### src/hdl/mfb_pkg.sv
// Shared types, constants and functions for the MAC frame builder.
// No dependencies; imported by every module of the block.
package mfb_pkg;

   localparam int HdrLen     = 30;
   localparam int QueueDepth = 4;
   localparam int QPtrW      = $clog2(QueueDepth);
   localparam int HdrIdxW    = $clog2(HdrLen);

   localparam logic [HdrIdxW-1:0] HdrLastIdx = HdrIdxW'(HdrLen - 1);

   // register indexes
   localparam logic [1:0] CsrFrameMode = 2'd0;
   localparam logic [1:0] CsrSender    = 2'd1;
   localparam logic [1:0] CsrSequence  = 2'd2;

   localparam logic [31:0] CrcInit = 32'hFFFF_FFFF;
   localparam logic [31:0] CrcPoly = 32'hEDB8_8320;

   localparam logic [7:0] FrameCtlLo = 8'h08;
   localparam logic [7:0] DurationLo = 8'h2E;

   typedef struct packed {
      logic [7:0] payload_byte;
      logic [3:0] fragment_number;
      logic       last_of_fragment;
      logic       pass_through;
      logic       start;
   } entry_type;

   typedef struct packed {
      logic      valid;
      entry_type entry;
   } head_type;

   typedef struct packed {
      logic        frame_mode;
      logic [15:0] sender_address;
      logic [11:0] sequence_number;
   } cfg_type;

   typedef struct packed {
      logic pop;
      logic idle;
   } back_ctl_type;

   // reflected CRC-32, one byte
   function automatic logic [31:0] crc_byte(input logic [31:0] crc, input logic [7:0] b);
      logic [31:0] c;
      c = crc ^ {24'd0, b};
      for (int i = 0; i < 8; i++) begin
         c = c[0] ? ((c >> 1) ^ CrcPoly) : (c >> 1);
      end
      return c;
   endfunction

   function automatic logic [7:0] hdr_byte(input logic [HdrIdxW-1:0] idx,
                                           input logic [15:0] sender,
                                           input logic [11:0] seq,
                                           input logic [3:0] frag);
      logic [7:0] b;
      case (idx)
         HdrIdxW'(0):  b = FrameCtlLo;
         HdrIdxW'(2):  b = DurationLo;
         HdrIdxW'(8):  b = sender[15:8];
         HdrIdxW'(9):  b = sender[7:0];
         HdrIdxW'(22): b = {seq[3:0], frag};
         HdrIdxW'(23): b = seq[11:4];
         default:      b = 8'd0;
      endcase
      return b;
   endfunction

endpackage

### src/hdl/mac_frame_builder_crc32_core.sv
// Byte-stream 802.11 MAC frame builder with CRC-32 FCS. Top level; depends on
// mfb_pkg, mfb_front, mfb_queue and mfb_back.
//
// With frame_mode at 0 each fragment is wrapped into a frame: 30 header bytes
// ahead of the first payload byte, 4 FCS bytes (least significant first) after
// the last, last_of_frame high on the final FCS byte. With frame_mode at 1
// bytes pass through unchanged and last_of_frame follows last_of_fragment.
// The back-end sequencer emits one byte per cycle while rsp_stall is low and a
// request is queued.
// Requests enter a 4-entry queue and are taken one per cycle
// until it fills; req_stall rises only while the queue is full. csr_ready is
// always high; registers are meant to be written only while the block is idle.
module mac_frame_builder_crc32_core (
   input  logic        clock,
   input  logic        reset,
   input  logic        req_valid,
   output logic        req_stall,
   input  logic [7:0]  req_payload_byte,
   input  logic [3:0]  req_fragment_number,
   input  logic        req_last_of_fragment,
   output logic        rsp_valid,
   input  logic        rsp_stall,
   output logic [7:0]  rsp_frame_byte,
   output logic        rsp_last_of_frame,
   input  logic        csr_valid,
   output logic        csr_ready,
   input  logic [1:0]  csr_index,
   input  logic [15:0] csr_data
);
   import mfb_pkg::*;

   logic         push;
   entry_type    push_entry;
   logic         q_full;
   head_type     head;
   cfg_type      cfg;
   back_ctl_type ctl;

   mfb_front u_front (
      .clock                (clock),
      .reset                (reset),
      .req_valid            (req_valid),
      .req_stall            (req_stall),
      .req_payload_byte     (req_payload_byte),
      .req_fragment_number  (req_fragment_number),
      .req_last_of_fragment (req_last_of_fragment),
      .csr_valid            (csr_valid),
      .csr_ready            (csr_ready),
      .csr_index            (csr_index),
      .csr_data             (csr_data),
      .q_full               (q_full),
      .push                 (push),
      .push_entry           (push_entry),
      .cfg                  (cfg)
   );

   mfb_queue u_queue (
      .clock      (clock),
      .reset      (reset),
      .push       (push),
      .push_entry (push_entry),
      .pop        (ctl.pop),
      .full       (q_full),
      .head       (head)
   );

   mfb_back u_back (
      .clock             (clock),
      .reset             (reset),
      .head              (head),
      .cfg               (cfg),
      .rsp_stall         (rsp_stall),
      .rsp_valid         (rsp_valid),
      .rsp_frame_byte    (rsp_frame_byte),
      .rsp_last_of_frame (rsp_last_of_frame),
      .ctl               (ctl)
   );

   // sequencer never sits mid-request with nothing queued
   a_busy_has_head: assert property (@(posedge clock) disable iff (reset)
      !ctl.idle |-> head.valid)
      else $error("back end busy with empty queue");

   a_pop_has_head: assert property (@(posedge clock) disable iff (reset)
      ctl.pop |-> head.valid)
      else $error("pop from empty queue");

   a_no_push_when_full: assert property (@(posedge clock) disable iff (reset)
      push |-> !q_full)
      else $error("push into full queue");

endmodule

### src/hdl/mfb_front.sv
// Front end: configuration registers, request acceptance and classification.
// Depends on mfb_pkg; feeds mfb_queue.
module mfb_front (
   input  logic                clock,
   input  logic                reset,
   input  logic                req_valid,
   output logic                req_stall,
   input  logic [7:0]          req_payload_byte,
   input  logic [3:0]          req_fragment_number,
   input  logic                req_last_of_fragment,
   input  logic                csr_valid,
   output logic                csr_ready,
   input  logic [1:0]          csr_index,
   input  logic [15:0]         csr_data,
   input  logic                q_full,
   output logic                push,
   output mfb_pkg::entry_type  push_entry,
   output mfb_pkg::cfg_type    cfg
);
   import mfb_pkg::*;

   cfg_type cfg_ff, cfg_in;
   logic    open_ff, open_in;

   assign csr_ready = 1'b1;
   assign req_stall = q_full;
   assign push      = req_valid && !q_full;
   assign cfg       = cfg_ff;

   always_comb begin
      cfg_in = cfg_ff;
      if (csr_valid && csr_ready) begin
         unique case (csr_index)
            CsrFrameMode: cfg_in.frame_mode      = csr_data[0];
            CsrSender:    cfg_in.sender_address  = csr_data;
            CsrSequence:  cfg_in.sequence_number = csr_data[11:0];
            default:      cfg_in = cfg_ff;
         endcase
      end
   end

   // tag each request as pass-through or as a frame byte, marking the one that opens a frame
   always_comb begin
      push_entry.payload_byte     = req_payload_byte;
      push_entry.fragment_number  = req_fragment_number;
      push_entry.last_of_fragment = req_last_of_fragment;
      push_entry.pass_through     = cfg_ff.frame_mode;
      push_entry.start            = !cfg_ff.frame_mode && !open_ff;
      open_in = open_ff;
      if (push) begin
         open_in = !cfg_ff.frame_mode && !req_last_of_fragment;
      end
   end

   always_ff @(posedge clock) begin
      if (reset) begin
         cfg_ff  <= '0;
         open_ff <= 1'b0;
      end else begin
         cfg_ff  <= cfg_in;
         open_ff <= open_in;
      end
   end

endmodule

### src/hdl/mfb_queue.sv
// Short request queue between front and back end.
// Depends on mfb_pkg.
module mfb_queue (
   input  logic               clock,
   input  logic               reset,
   input  logic               push,
   input  mfb_pkg::entry_type push_entry,
   input  logic               pop,
   output logic               full,
   output mfb_pkg::head_type  head
);
   import mfb_pkg::*;

   entry_type            mem_ff [QueueDepth];
   logic [QPtrW-1:0]     wr_ptr_ff, wr_ptr_in;
   logic [QPtrW-1:0]     rd_ptr_ff, rd_ptr_in;
   logic [QPtrW:0]       count_ff, count_in;

   assign full       = count_ff == (QPtrW+1)'(QueueDepth);
   assign head.valid = count_ff != '0;
   assign head.entry = mem_ff[rd_ptr_ff];

   always_comb begin
      wr_ptr_in = push ? wr_ptr_ff + 1'b1 : wr_ptr_ff;
      rd_ptr_in = pop  ? rd_ptr_ff + 1'b1 : rd_ptr_ff;
      count_in  = count_ff + (QPtrW+1)'(push) - (QPtrW+1)'(pop);
   end

   always_ff @(posedge clock) begin
      if (reset) begin
         wr_ptr_ff <= '0;
         rd_ptr_ff <= '0;
         count_ff  <= '0;
      end else begin
         wr_ptr_ff <= wr_ptr_in;
         rd_ptr_ff <= rd_ptr_in;
         count_ff  <= count_in;
      end
   end

   always_ff @(posedge clock) begin
      if (push) begin
         mem_ff[wr_ptr_ff] <= push_entry;
      end
   end

endmodule

### src/hdl/mfb_back.sv
// Back end: byte sequencer for header, payload and FCS, with the output register.
// Depends on mfb_pkg; drains mfb_queue.
module mfb_back (
   input  logic                  clock,
   input  logic                  reset,
   input  mfb_pkg::head_type     head,
   input  mfb_pkg::cfg_type      cfg,
   input  logic                  rsp_stall,
   output logic                  rsp_valid,
   output logic [7:0]            rsp_frame_byte,
   output logic                  rsp_last_of_frame,
   output mfb_pkg::back_ctl_type ctl
);
   import mfb_pkg::*;

   typedef enum logic [1:0] {ST_NEXT, ST_HDR, ST_PAY, ST_FCS} state_type;

   state_type            st_ff, st_in;
   logic [HdrIdxW-1:0]   cnt_ff, cnt_in;
   logic [31:0]          crc_ff, crc_in;
   logic                 valid_ff, valid_in;
   logic [7:0]           byte_ff, byte_in;
   logic                 last_ff, last_in;
   logic                 slot_free;
   logic                 pop;
   logic                 do_pay;
   logic [31:0]          fcs;

   assign slot_free         = !valid_ff || !rsp_stall;
   assign rsp_valid         = valid_ff;
   assign rsp_frame_byte    = byte_ff;
   assign rsp_last_of_frame = last_ff;
   assign ctl.pop           = pop;
   assign ctl.idle          = st_ff == ST_NEXT;
   assign fcs               = ~crc_ff;

   always_comb begin
      st_in    = st_ff;
      cnt_in   = cnt_ff;
      crc_in   = crc_ff;
      valid_in = 1'b0;
      byte_in  = byte_ff;
      last_in  = 1'b0;
      pop      = 1'b0;
      do_pay   = 1'b0;
      if (slot_free && head.valid) begin
         valid_in = 1'b1;
         unique case (st_ff)
            ST_NEXT: begin
               if (head.entry.pass_through) begin
                  byte_in = head.entry.payload_byte;
                  last_in = head.entry.last_of_fragment;
                  crc_in  = CrcInit;
                  pop     = 1'b1;
               end else if (head.entry.start) begin
                  byte_in = hdr_byte('0, cfg.sender_address, cfg.sequence_number,
                                     head.entry.fragment_number);
                  crc_in  = crc_byte(CrcInit, byte_in);
                  cnt_in  = HdrIdxW'(1);
                  st_in   = ST_HDR;
               end else begin
                  do_pay = 1'b1;
               end
            end
            ST_HDR: begin
               byte_in = hdr_byte(cnt_ff, cfg.sender_address, cfg.sequence_number,
                                  head.entry.fragment_number);
               crc_in  = crc_byte(crc_ff, byte_in);
               cnt_in  = cnt_ff + 1'b1;
               if (cnt_ff == HdrLastIdx) begin
                  st_in = ST_PAY;
               end
            end
            ST_PAY: do_pay = 1'b1;
            ST_FCS: begin
               byte_in = fcs[{cnt_ff[1:0], 3'b000} +: 8];
               cnt_in  = cnt_ff + 1'b1;
               if (cnt_ff[1:0] == 2'd3) begin
                  last_in = 1'b1;
                  crc_in  = CrcInit;
                  pop     = 1'b1;
                  st_in   = ST_NEXT;
               end
            end
            default: st_in = ST_NEXT;
         endcase
         if (do_pay) begin
            byte_in = head.entry.payload_byte;
            crc_in  = crc_byte(crc_ff, byte_in);
            if (head.entry.last_of_fragment) begin
               cnt_in = '0;
               st_in  = ST_FCS;
            end else begin
               pop   = 1'b1;
               st_in = ST_NEXT;
            end
         end
      end else if (!slot_free) begin
         // hold the waiting byte
         valid_in = valid_ff;
         last_in  = last_ff;
      end
   end

   always_ff @(posedge clock) begin
      if (reset) begin
         st_ff    <= ST_NEXT;
         cnt_ff   <= '0;
         crc_ff   <= CrcInit;
         valid_ff <= 1'b0;
         byte_ff  <= 8'd0;
         last_ff  <= 1'b0;
      end else begin
         st_ff    <= st_in;
         cnt_ff   <= cnt_in;
         crc_ff   <= crc_in;
         valid_ff <= valid_in;
         byte_ff  <= byte_in;
         last_ff  <= last_in;
      end
   end

endmodule

### config.mk
export PLATFORM = sky130hd
export DESIGN_NAME = mac_frame_builder_crc32_core
export DESIGN_NICKNAME = d
export VERILOG_FILES = /design/src/hdl/mfb_pkg.sv /design/src/hdl/mac_frame_builder_crc32_core.sv /design/src/hdl/mfb_front.sv /design/src/hdl/mfb_queue.sv /design/src/hdl/mfb_back.sv
export SDC_FILE = /design/constraint.sdc
export NUM_CORES = 1
export LEC_CHECK = 0
export BUFFER_PORTS_ARGS = -buffer_cell sky130_fd_sc_hd__buf_2
export CORE_MARGIN = 8
export CORE_UTILIZATION = 50
export DETAILED_ROUTE_END_ITERATION = 6
export GPL_TIMING_DRIVEN = 0
export PLACE_DENSITY = 0.64
export SLEW_MARGIN = 30
export SYNTH_ARGS = -nofsm -noshare
export SYNTH_HDL_FRONTEND = slang
export SYNTH_SLANG_ARGS = --single-unit
export TNS_END_PERCENT = 5
### constraint.sdc
create_clock -name clock -period 9.95 [get_ports clock]
set_input_delay 0.4975 -clock clock [delete_from_list [all_inputs] [get_ports clock]]
set_output_delay 0.4975 -clock clock [all_outputs]
set_load 0.005 [all_outputs]
-- Word-level counts from Yosys, hierarchy flattened
Memories as Yosys holds them, arrays and structs flattened. A register that Yosys moved wholly into a read port is not among the register bits.
Index checks and enable logic that the tools add are counted.
- equality and inequality tests: 18
- shift-type cells: 1
- divide/modulo/power cells: 0
- bitwise logic cells: 28
- mux-type cells: 71
- multiply operators: 0
- $lt $le $gt $ge: 0
- reductions and logical operators: 24
- add/sub/neg operators: 5
- operator list (kind ; count):
    two-way mux 32 bit ; 28
    NOT 13 -> 14 bit ; 24
    case mux 32 bit (3 select lines) ; 1
    two-way mux 8 bit ; 9
    XOR 32 x 8 -> 32 bit ; 2
    case mux 8 bit (6 select lines) ; 1
    NOT 32 bit ; 1
    NOT 8 -> 32 bit ; 1
    variable part select 32 x 6 -> 8 bit ; 1
    case mux 8 bit (3 select lines) ; 1
    two-way mux 5 bit ; 4
    two-way mux 2 bit ; 8
    equality test 5 bit, second input constant ; 3
    two-way mux 1 bit ; 14
    equality test 5 x 4 -> 1 bit, second input constant ; 2
    case mux 5 bit (2 select lines) ; 1
    equality test 2 bit, second input constant ; 4
    logical NOT 1 bit ; 6
    inequality test 3 x 1 -> 1 bit, second input constant ; 2
    inequality test 3 x 2 -> 1 bit, second input constant ; 2
    case mux 1 bit (2 select lines) ; 3
    case mux 2 bit (3 select lines) ; 1
    AND reduction 2 bit ; 3
    AND reduction 6 bit ; 1
    18 further kinds ; 24
- bits in read-only memories: 0
- memories: 1
- bits in latches: 0
- logic and storage cells: 161
- bits in writable memories: 60
- output and inout port bits: 12
- register bits after elaboration: 86
- bits of input ports: 36
- memories (name ; words ; width ; read ports ; clocked after Yosys merged registers in ; wr ports ; line ; source):
    u_queue.mem_ff ; 4 ; 15 ; 1 ; 1 ; 1 ; mfb_queue.sv:14 ; entry_type mem_ff [QueueDepth];

-- Longest topological paths before layout
- depth in word-level cells: 25
- mapped depth: 15
- mapped depth without buffers: 14

-- By module
A second synthesis with hierarchy kept.
- cell total of the unflattened synthesis: 773
- area, all modules: 8316.7 um^2
- modules (own cells, without submodules) (module ; times used ; area an instance (um^2) ; sequential area each (um^2) ; cells an instance):
    mfb_back ; 1 ; 4418.0 ; 980.9 ; 502
    mfb_queue ; 1 ; 2635.0 ; 1981.9 ; 120
    mfb_front ; 1 ; 1263.7 ; 600.6 ; 151

-- Worst setup path before layout
OpenSTA, ideal clock, no wires.
- kind: flip-flop to flip-flop
- from: reg u_back.cnt_ff[0]
- to: reg u_back.crc_ff[21]
- clock period less this slack: 3.632 ns
- buffers on the path: 2
- arrival: 3.574 ns
- slack: 6.318 ns
- setup time: 0.058 ns
- required time: 9.892 ns
- cell stages (with the launch flop): 13
- path through: dfxtp_1 clkbuf_1 inv_1 ha_1 and4b_1 buf_2 a222oi_1 nand2_1 xor2_1 xnor2_1 xnor3_1 a221oi_1 a211o_1
- cells in the longest elaborated chain, start to end: 19
- elaborated cells between the ends (all ways): 28
- classes of those cells: 7 x eq/ne; 13 x mux; 6 x bitwise; 2 x reduce/logical
- ends and longest elaborated chain (element ; line ; source):
    start, declared ; mfb_back.sv:19 ; logic [HdrIdxW-1:0] cnt_ff, cnt_in;
    start signal, assigned ; mfb_back.sv:115 ; cnt_ff <= cnt_in;
    equality test 5 bit (tied with other cells) ; mfb_pkg.sv:62 ; case (idx)
    case mux 8 bit (6 select lines) ; mfb_pkg.sv:62 ;
    two-way mux 8 bit ; mfb_back.sv:48 ; unique case (st_ff)
    two-way mux 8 bit ; mfb_back.sv:46 ; if (slot_free && head.valid) begin
    XOR 32 x 8 -> 32 bit ; mfb_pkg.sv:50 ; c = crc ^ {24'd0, b};
    two-way mux 32 bit (2 in series) ; mfb_pkg.sv:52 ; c = c[0] ? ((c >> 1) ^ CrcPoly) : (c >> 1);
    NOT 13 -> 14 bit (no source line) ; - ;
    two-way mux 32 bit (2 in series) ; mfb_pkg.sv:52 ;
    NOT 13 -> 14 bit (no source line) ; - ;
    two-way mux 32 bit ; mfb_pkg.sv:52 ;
    NOT 13 -> 14 bit (no source line) ; - ;
    two-way mux 32 bit (2 in series) ; mfb_pkg.sv:52 ;
    NOT 13 -> 14 bit (no source line) ; - ;
    two-way mux 32 bit ; mfb_pkg.sv:52 ;
    case mux 32 bit (3 select lines) ; mfb_back.sv:48 ;
    two-way mux 32 bit ; mfb_back.sv:87 ; if (do_pay) begin
    end signal, assigned ; mfb_back.sv:109 ; crc_ff <= CrcInit;
    end signal, assigned ; mfb_back.sv:116 ; crc_ff <= crc_in;
    end, declared ; mfb_back.sv:20 ; logic [31:0] crc_ff, crc_in;
Parallel ways exist; a longest one is shown, timed or not. The select of a mux whose other input is x is not followed.
A chain may end at the register's enable or synchronous reset.

-- Worst setup path after layout
- from: reg u_back.cnt_ff[0]
- to: reg u_back.crc_ff[18]
- cells in the longest elaborated chain, start to end: 19
- elaborated cells between the ends (all ways): 28
- classes of those cells: 7 x eq/ne; 13 x mux; 6 x bitwise; 2 x reduce/logical
- ends and longest elaborated chain (element ; line):
    equality test 5 bit (tied with other cells) ; mfb_pkg.sv:62
    case mux 8 bit (6 select lines) ; mfb_pkg.sv:62
    two-way mux 8 bit ; mfb_back.sv:48
    two-way mux 8 bit ; mfb_back.sv:46
    XOR 32 x 8 -> 32 bit ; mfb_pkg.sv:50
    two-way mux 32 bit (2 in series) ; mfb_pkg.sv:52
    NOT 13 -> 14 bit (no source line) ; -
    two-way mux 32 bit (2 in series) ; mfb_pkg.sv:52
    NOT 13 -> 14 bit (no source line) ; -
    two-way mux 32 bit ; mfb_pkg.sv:52
    NOT 13 -> 14 bit (no source line) ; -
    two-way mux 32 bit ; mfb_pkg.sv:52
    NOT 13 -> 14 bit (no source line) ; -
    two-way mux 32 bit (2 in series) ; mfb_pkg.sv:52
    case mux 32 bit (3 select lines) ; mfb_back.sv:48
    two-way mux 32 bit ; mfb_back.sv:87
Parallel ways exist; a longest one is shown, timed or not. The select of a mux whose other input is x is not followed.

==> out/metrics.cfg <==
[cts]
clk_pin_slew_ns=0.07
cts_tree=yes
post_cts_buffers=0
cts_resized=0
clk_path_buf_depth=2
numCtsBuffers=17
holdBufCountCts=0
h-tree-depth=4
cts_sinks=148
clockRootBuffer=clkbuf_16
clock_latency_ns=0.43

[synthesis]
postSynthCellCount=759
synth_top_family_by_area=XOR/XNOR gates
synthTopCellsByArea=edfxtp_1, dfxtp_1, xnor2_1, a21oi_1, xor2_1
synth_enable_flop_cells=60
synth_xor_xnor_area_share_pct=18.6
synth_top_area_cell=edfxtp_1
async_flop_share_pct=0
synth-simple-area-share_pct=8.57
synthAdderAreaFrac_pct=2.48
yosysTopAreaCellShare_pct=21.5
syn-num-nets=811
avgSynthCellArea_sq_um=11.0
synth_compound_area_share_pct=15.0
ys_seq_area_share_pct=42.5
ys_types=72
ys_ff_latch=148
netlist_area_sq_um=8380
ys.flop_type=dfxtp_1
yosysMostFrequentCell=dfxtp_1
synthTopCellsByCount=dfxtp_1, a21oi_1, xnor2_1
synthMuxAreaShare_pct=8.74
yosysWarnings=0

[timing]
slew_viol_final=0
worst_slack_ns=4.86
finalClockSkew_ns=0.00905
fin_crit_ns=5.09
holdWs_ns=0.275
setup_tns_ns=0
max_slew.worst_pin.slew_ns=0.845
relSlewSlack_pct=43.5
fmax_mhz=196
finalSetupViolCount=0
fin_crit_sh_pct=51.2
hold_viol_final=0
rsz0062_at_grt=no

[final_layout]
area_growth_pct=13.1
nNetsFinal=875
layout-drive-gt1-share_pct=16.3
multiInputGateArea_sq_um=4480
final_area_sq_um=9480
ff_latch_area_sq_um=3560
n_fill_cell=1414

[placed_design]
placed_area_sq_um=8890
gp_congestion=0.955
pre_cts_slack_ns=5.02
io_buffers=45
dp_hpwl_microns=17200

[power]
power.leakage_nw=3.55
power_mw=3.85
powerDensity_nw_per_um2=407
ir_worst_vdd_uv=183

[global_routing]
antenna_found_initial=0
grt_remaining_overflow=0
grtUsageTotal_pct=22.5
grt_pass1_vias=6241
grt_max_degree=17
grt_pass1_wl_microns=36700

[critical_path]
path_class=register to register
critPathCaptureType=register
path_cells=clkbuf_1 -> inv_1 -> ha_1 -> and4b_1 -> buf_2 -> a222oi_1 -> nand2_1 -> xor2_1 -> xnor2_1 -> xor3_1 -> o221ai_1 -> nand2_1
arrival_ns=5.40
path_common_cell=nand2_1
critPathRequiredTime_ns=10.25
cp-start-kind=register
slowest_stage=xor2_1
path_max_fanout=10
slowest_delay_ns=0.70

[die]
start_util_pct=50.9
die_height_microns=145
die-area_sq_um=21200
ios=48
core_area_sq_um=16500
die_w_microns=145
rows=47

[routing]
vias_per_cell=6.12
dr.pass1.iters=6
wl_microns=23800
drc=0
vias=6474
ant_nets=0
wl_per_cell_microns=22.5
drt_iter0_drc=656

[run_status]
status=complete, no violations

[job]
drv_cap=0

[worst_hold_path]
hold_class=input pin to register

==> cell families after synthesis <==
logic type      count (synthesis)
other cells                     1
simple gates                  160
compound gates                194
mux                            41
buf+inv                        66
xor+xnor                      133
flops                         148
fa+ha+maj                      16
==> stage by stage <==
stage | instances | utilization (%)
3_3_place_gp | 1024 | 53.9
6_report | 1057 | 57.6
2_1_floorplan | 759 | -
4_1_cts | 1056 | 57.5
3_5_place_dp | 1024 | 54.0
5_1_grt | 1056 | 57.5
==> critical path: cells and delay by family (launching register included) <==
family | cells | cell delay, ns
AO/OA/AOI/OAI | 2 | 0.74
XOR/XNOR | 3 | 1.66
adder cells (fa/ha/maj) | 1 | 0.31
buffers and inverters | 3 | 1.07
flip-flops | 1 | 0.66
AND/OR/NAND/NOR | 3 | 0.52
==> power breakdown <==
part	switching (mW)	internal, mW	total [mW]	leakage, nW
registers	0.126	0.749	0.875	1.27
clock network	0.282	0.357	0.640	0.284
logic	1.32	1.02	2.34	1.99
total	1.73	2.12	3.85	3.55
==> flip-flops by register name, indices dropped and copies added, names as in the netlist, 2 cells and up, named ones only <==
signal                 flops
u_queue.mem_ff            60
u_queue.rd_ptr_ff          2
u_queue.count_ff           3
u_back.rsp_frame_byte      8
u_back.st_ff               2
u_front.cfg               29
u_back.cnt_ff              5
u_back.crc_ff             32
u_queue.wr_ptr_ff          2
==> layout make-up <==
type / instances / area share [%]
timing repair buffer: 45 / 2.38
tap: 220 / 2.90
antenna: 1 / 0.0264
clock buffer: 20 / 5.06
multi-input combinational: 545 / 47.3
buffer: 49 / 2.94
clock inverter: 12 / 1.12
inverter: 17 / 0.673
sequential: 148 / 37.6
==> path summary, 6_finish.rpt <==
| kind | start | end | slack [ns] | cells past startpoint |
|---|---|---|---|---|
| setup / recovery | u_back.cnt_ff[0] | u_back.crc_ff[18] | 4.86 | 12 |
| hold / removal | req_fragment_number[1] | u_queue.mem_ff[0][4] | 0.28 | 1 |
| setup reg to reg | u_back.cnt_ff[0] | u_back.crc_ff[18] | 4.86 | 12 |
| hold reg to reg | u_front.cfg[20] | u_front.cfg[20] | 0.46 | 2 |
==> metal layers <==
layer	track usage (%)	routed length, microns
met5	0	0
met3	4.57	1890
met2	34.9	11100
met4	9.37	684
met1	30.3	10200
==> layout by cell type (no fill, tap or decap), drive strengths merged, types with 3 or more instances in the layout <==
| cell | instances |
|---|---|
| and2 | 6 |
| a22oi | 6 |
| nor3b | 3 |
| mux4 | 23 |
| o211ai | 8 |
| a222oi | 4 |
| ha | 15 |
| clkbuf | 54 |
| clkinv | 3 |
| a211o | 5 |
| o221ai | 8 |
| a31oi | 4 |
| nor3 | 5 |
| a221oi | 5 |
| o21ai | 44 |
| edfxtp | 60 |
| nor2 | 56 |
| a21oi | 69 |
| nand2 | 64 |
| mux2i | 18 |
| nor2b | 5 |
| xor2 | 45 |
| nand3 | 7 |
| a221o | 5 |
| buf | 60 |
| a211oi | 9 |
| xnor2 | 76 |
| dfxtp | 88 |
| a21o | 4 |
| nand2b | 3 |
| xnor3 | 11 |
| inv | 24 |
No activity file was read; power rests on OpenSTA's default activity.
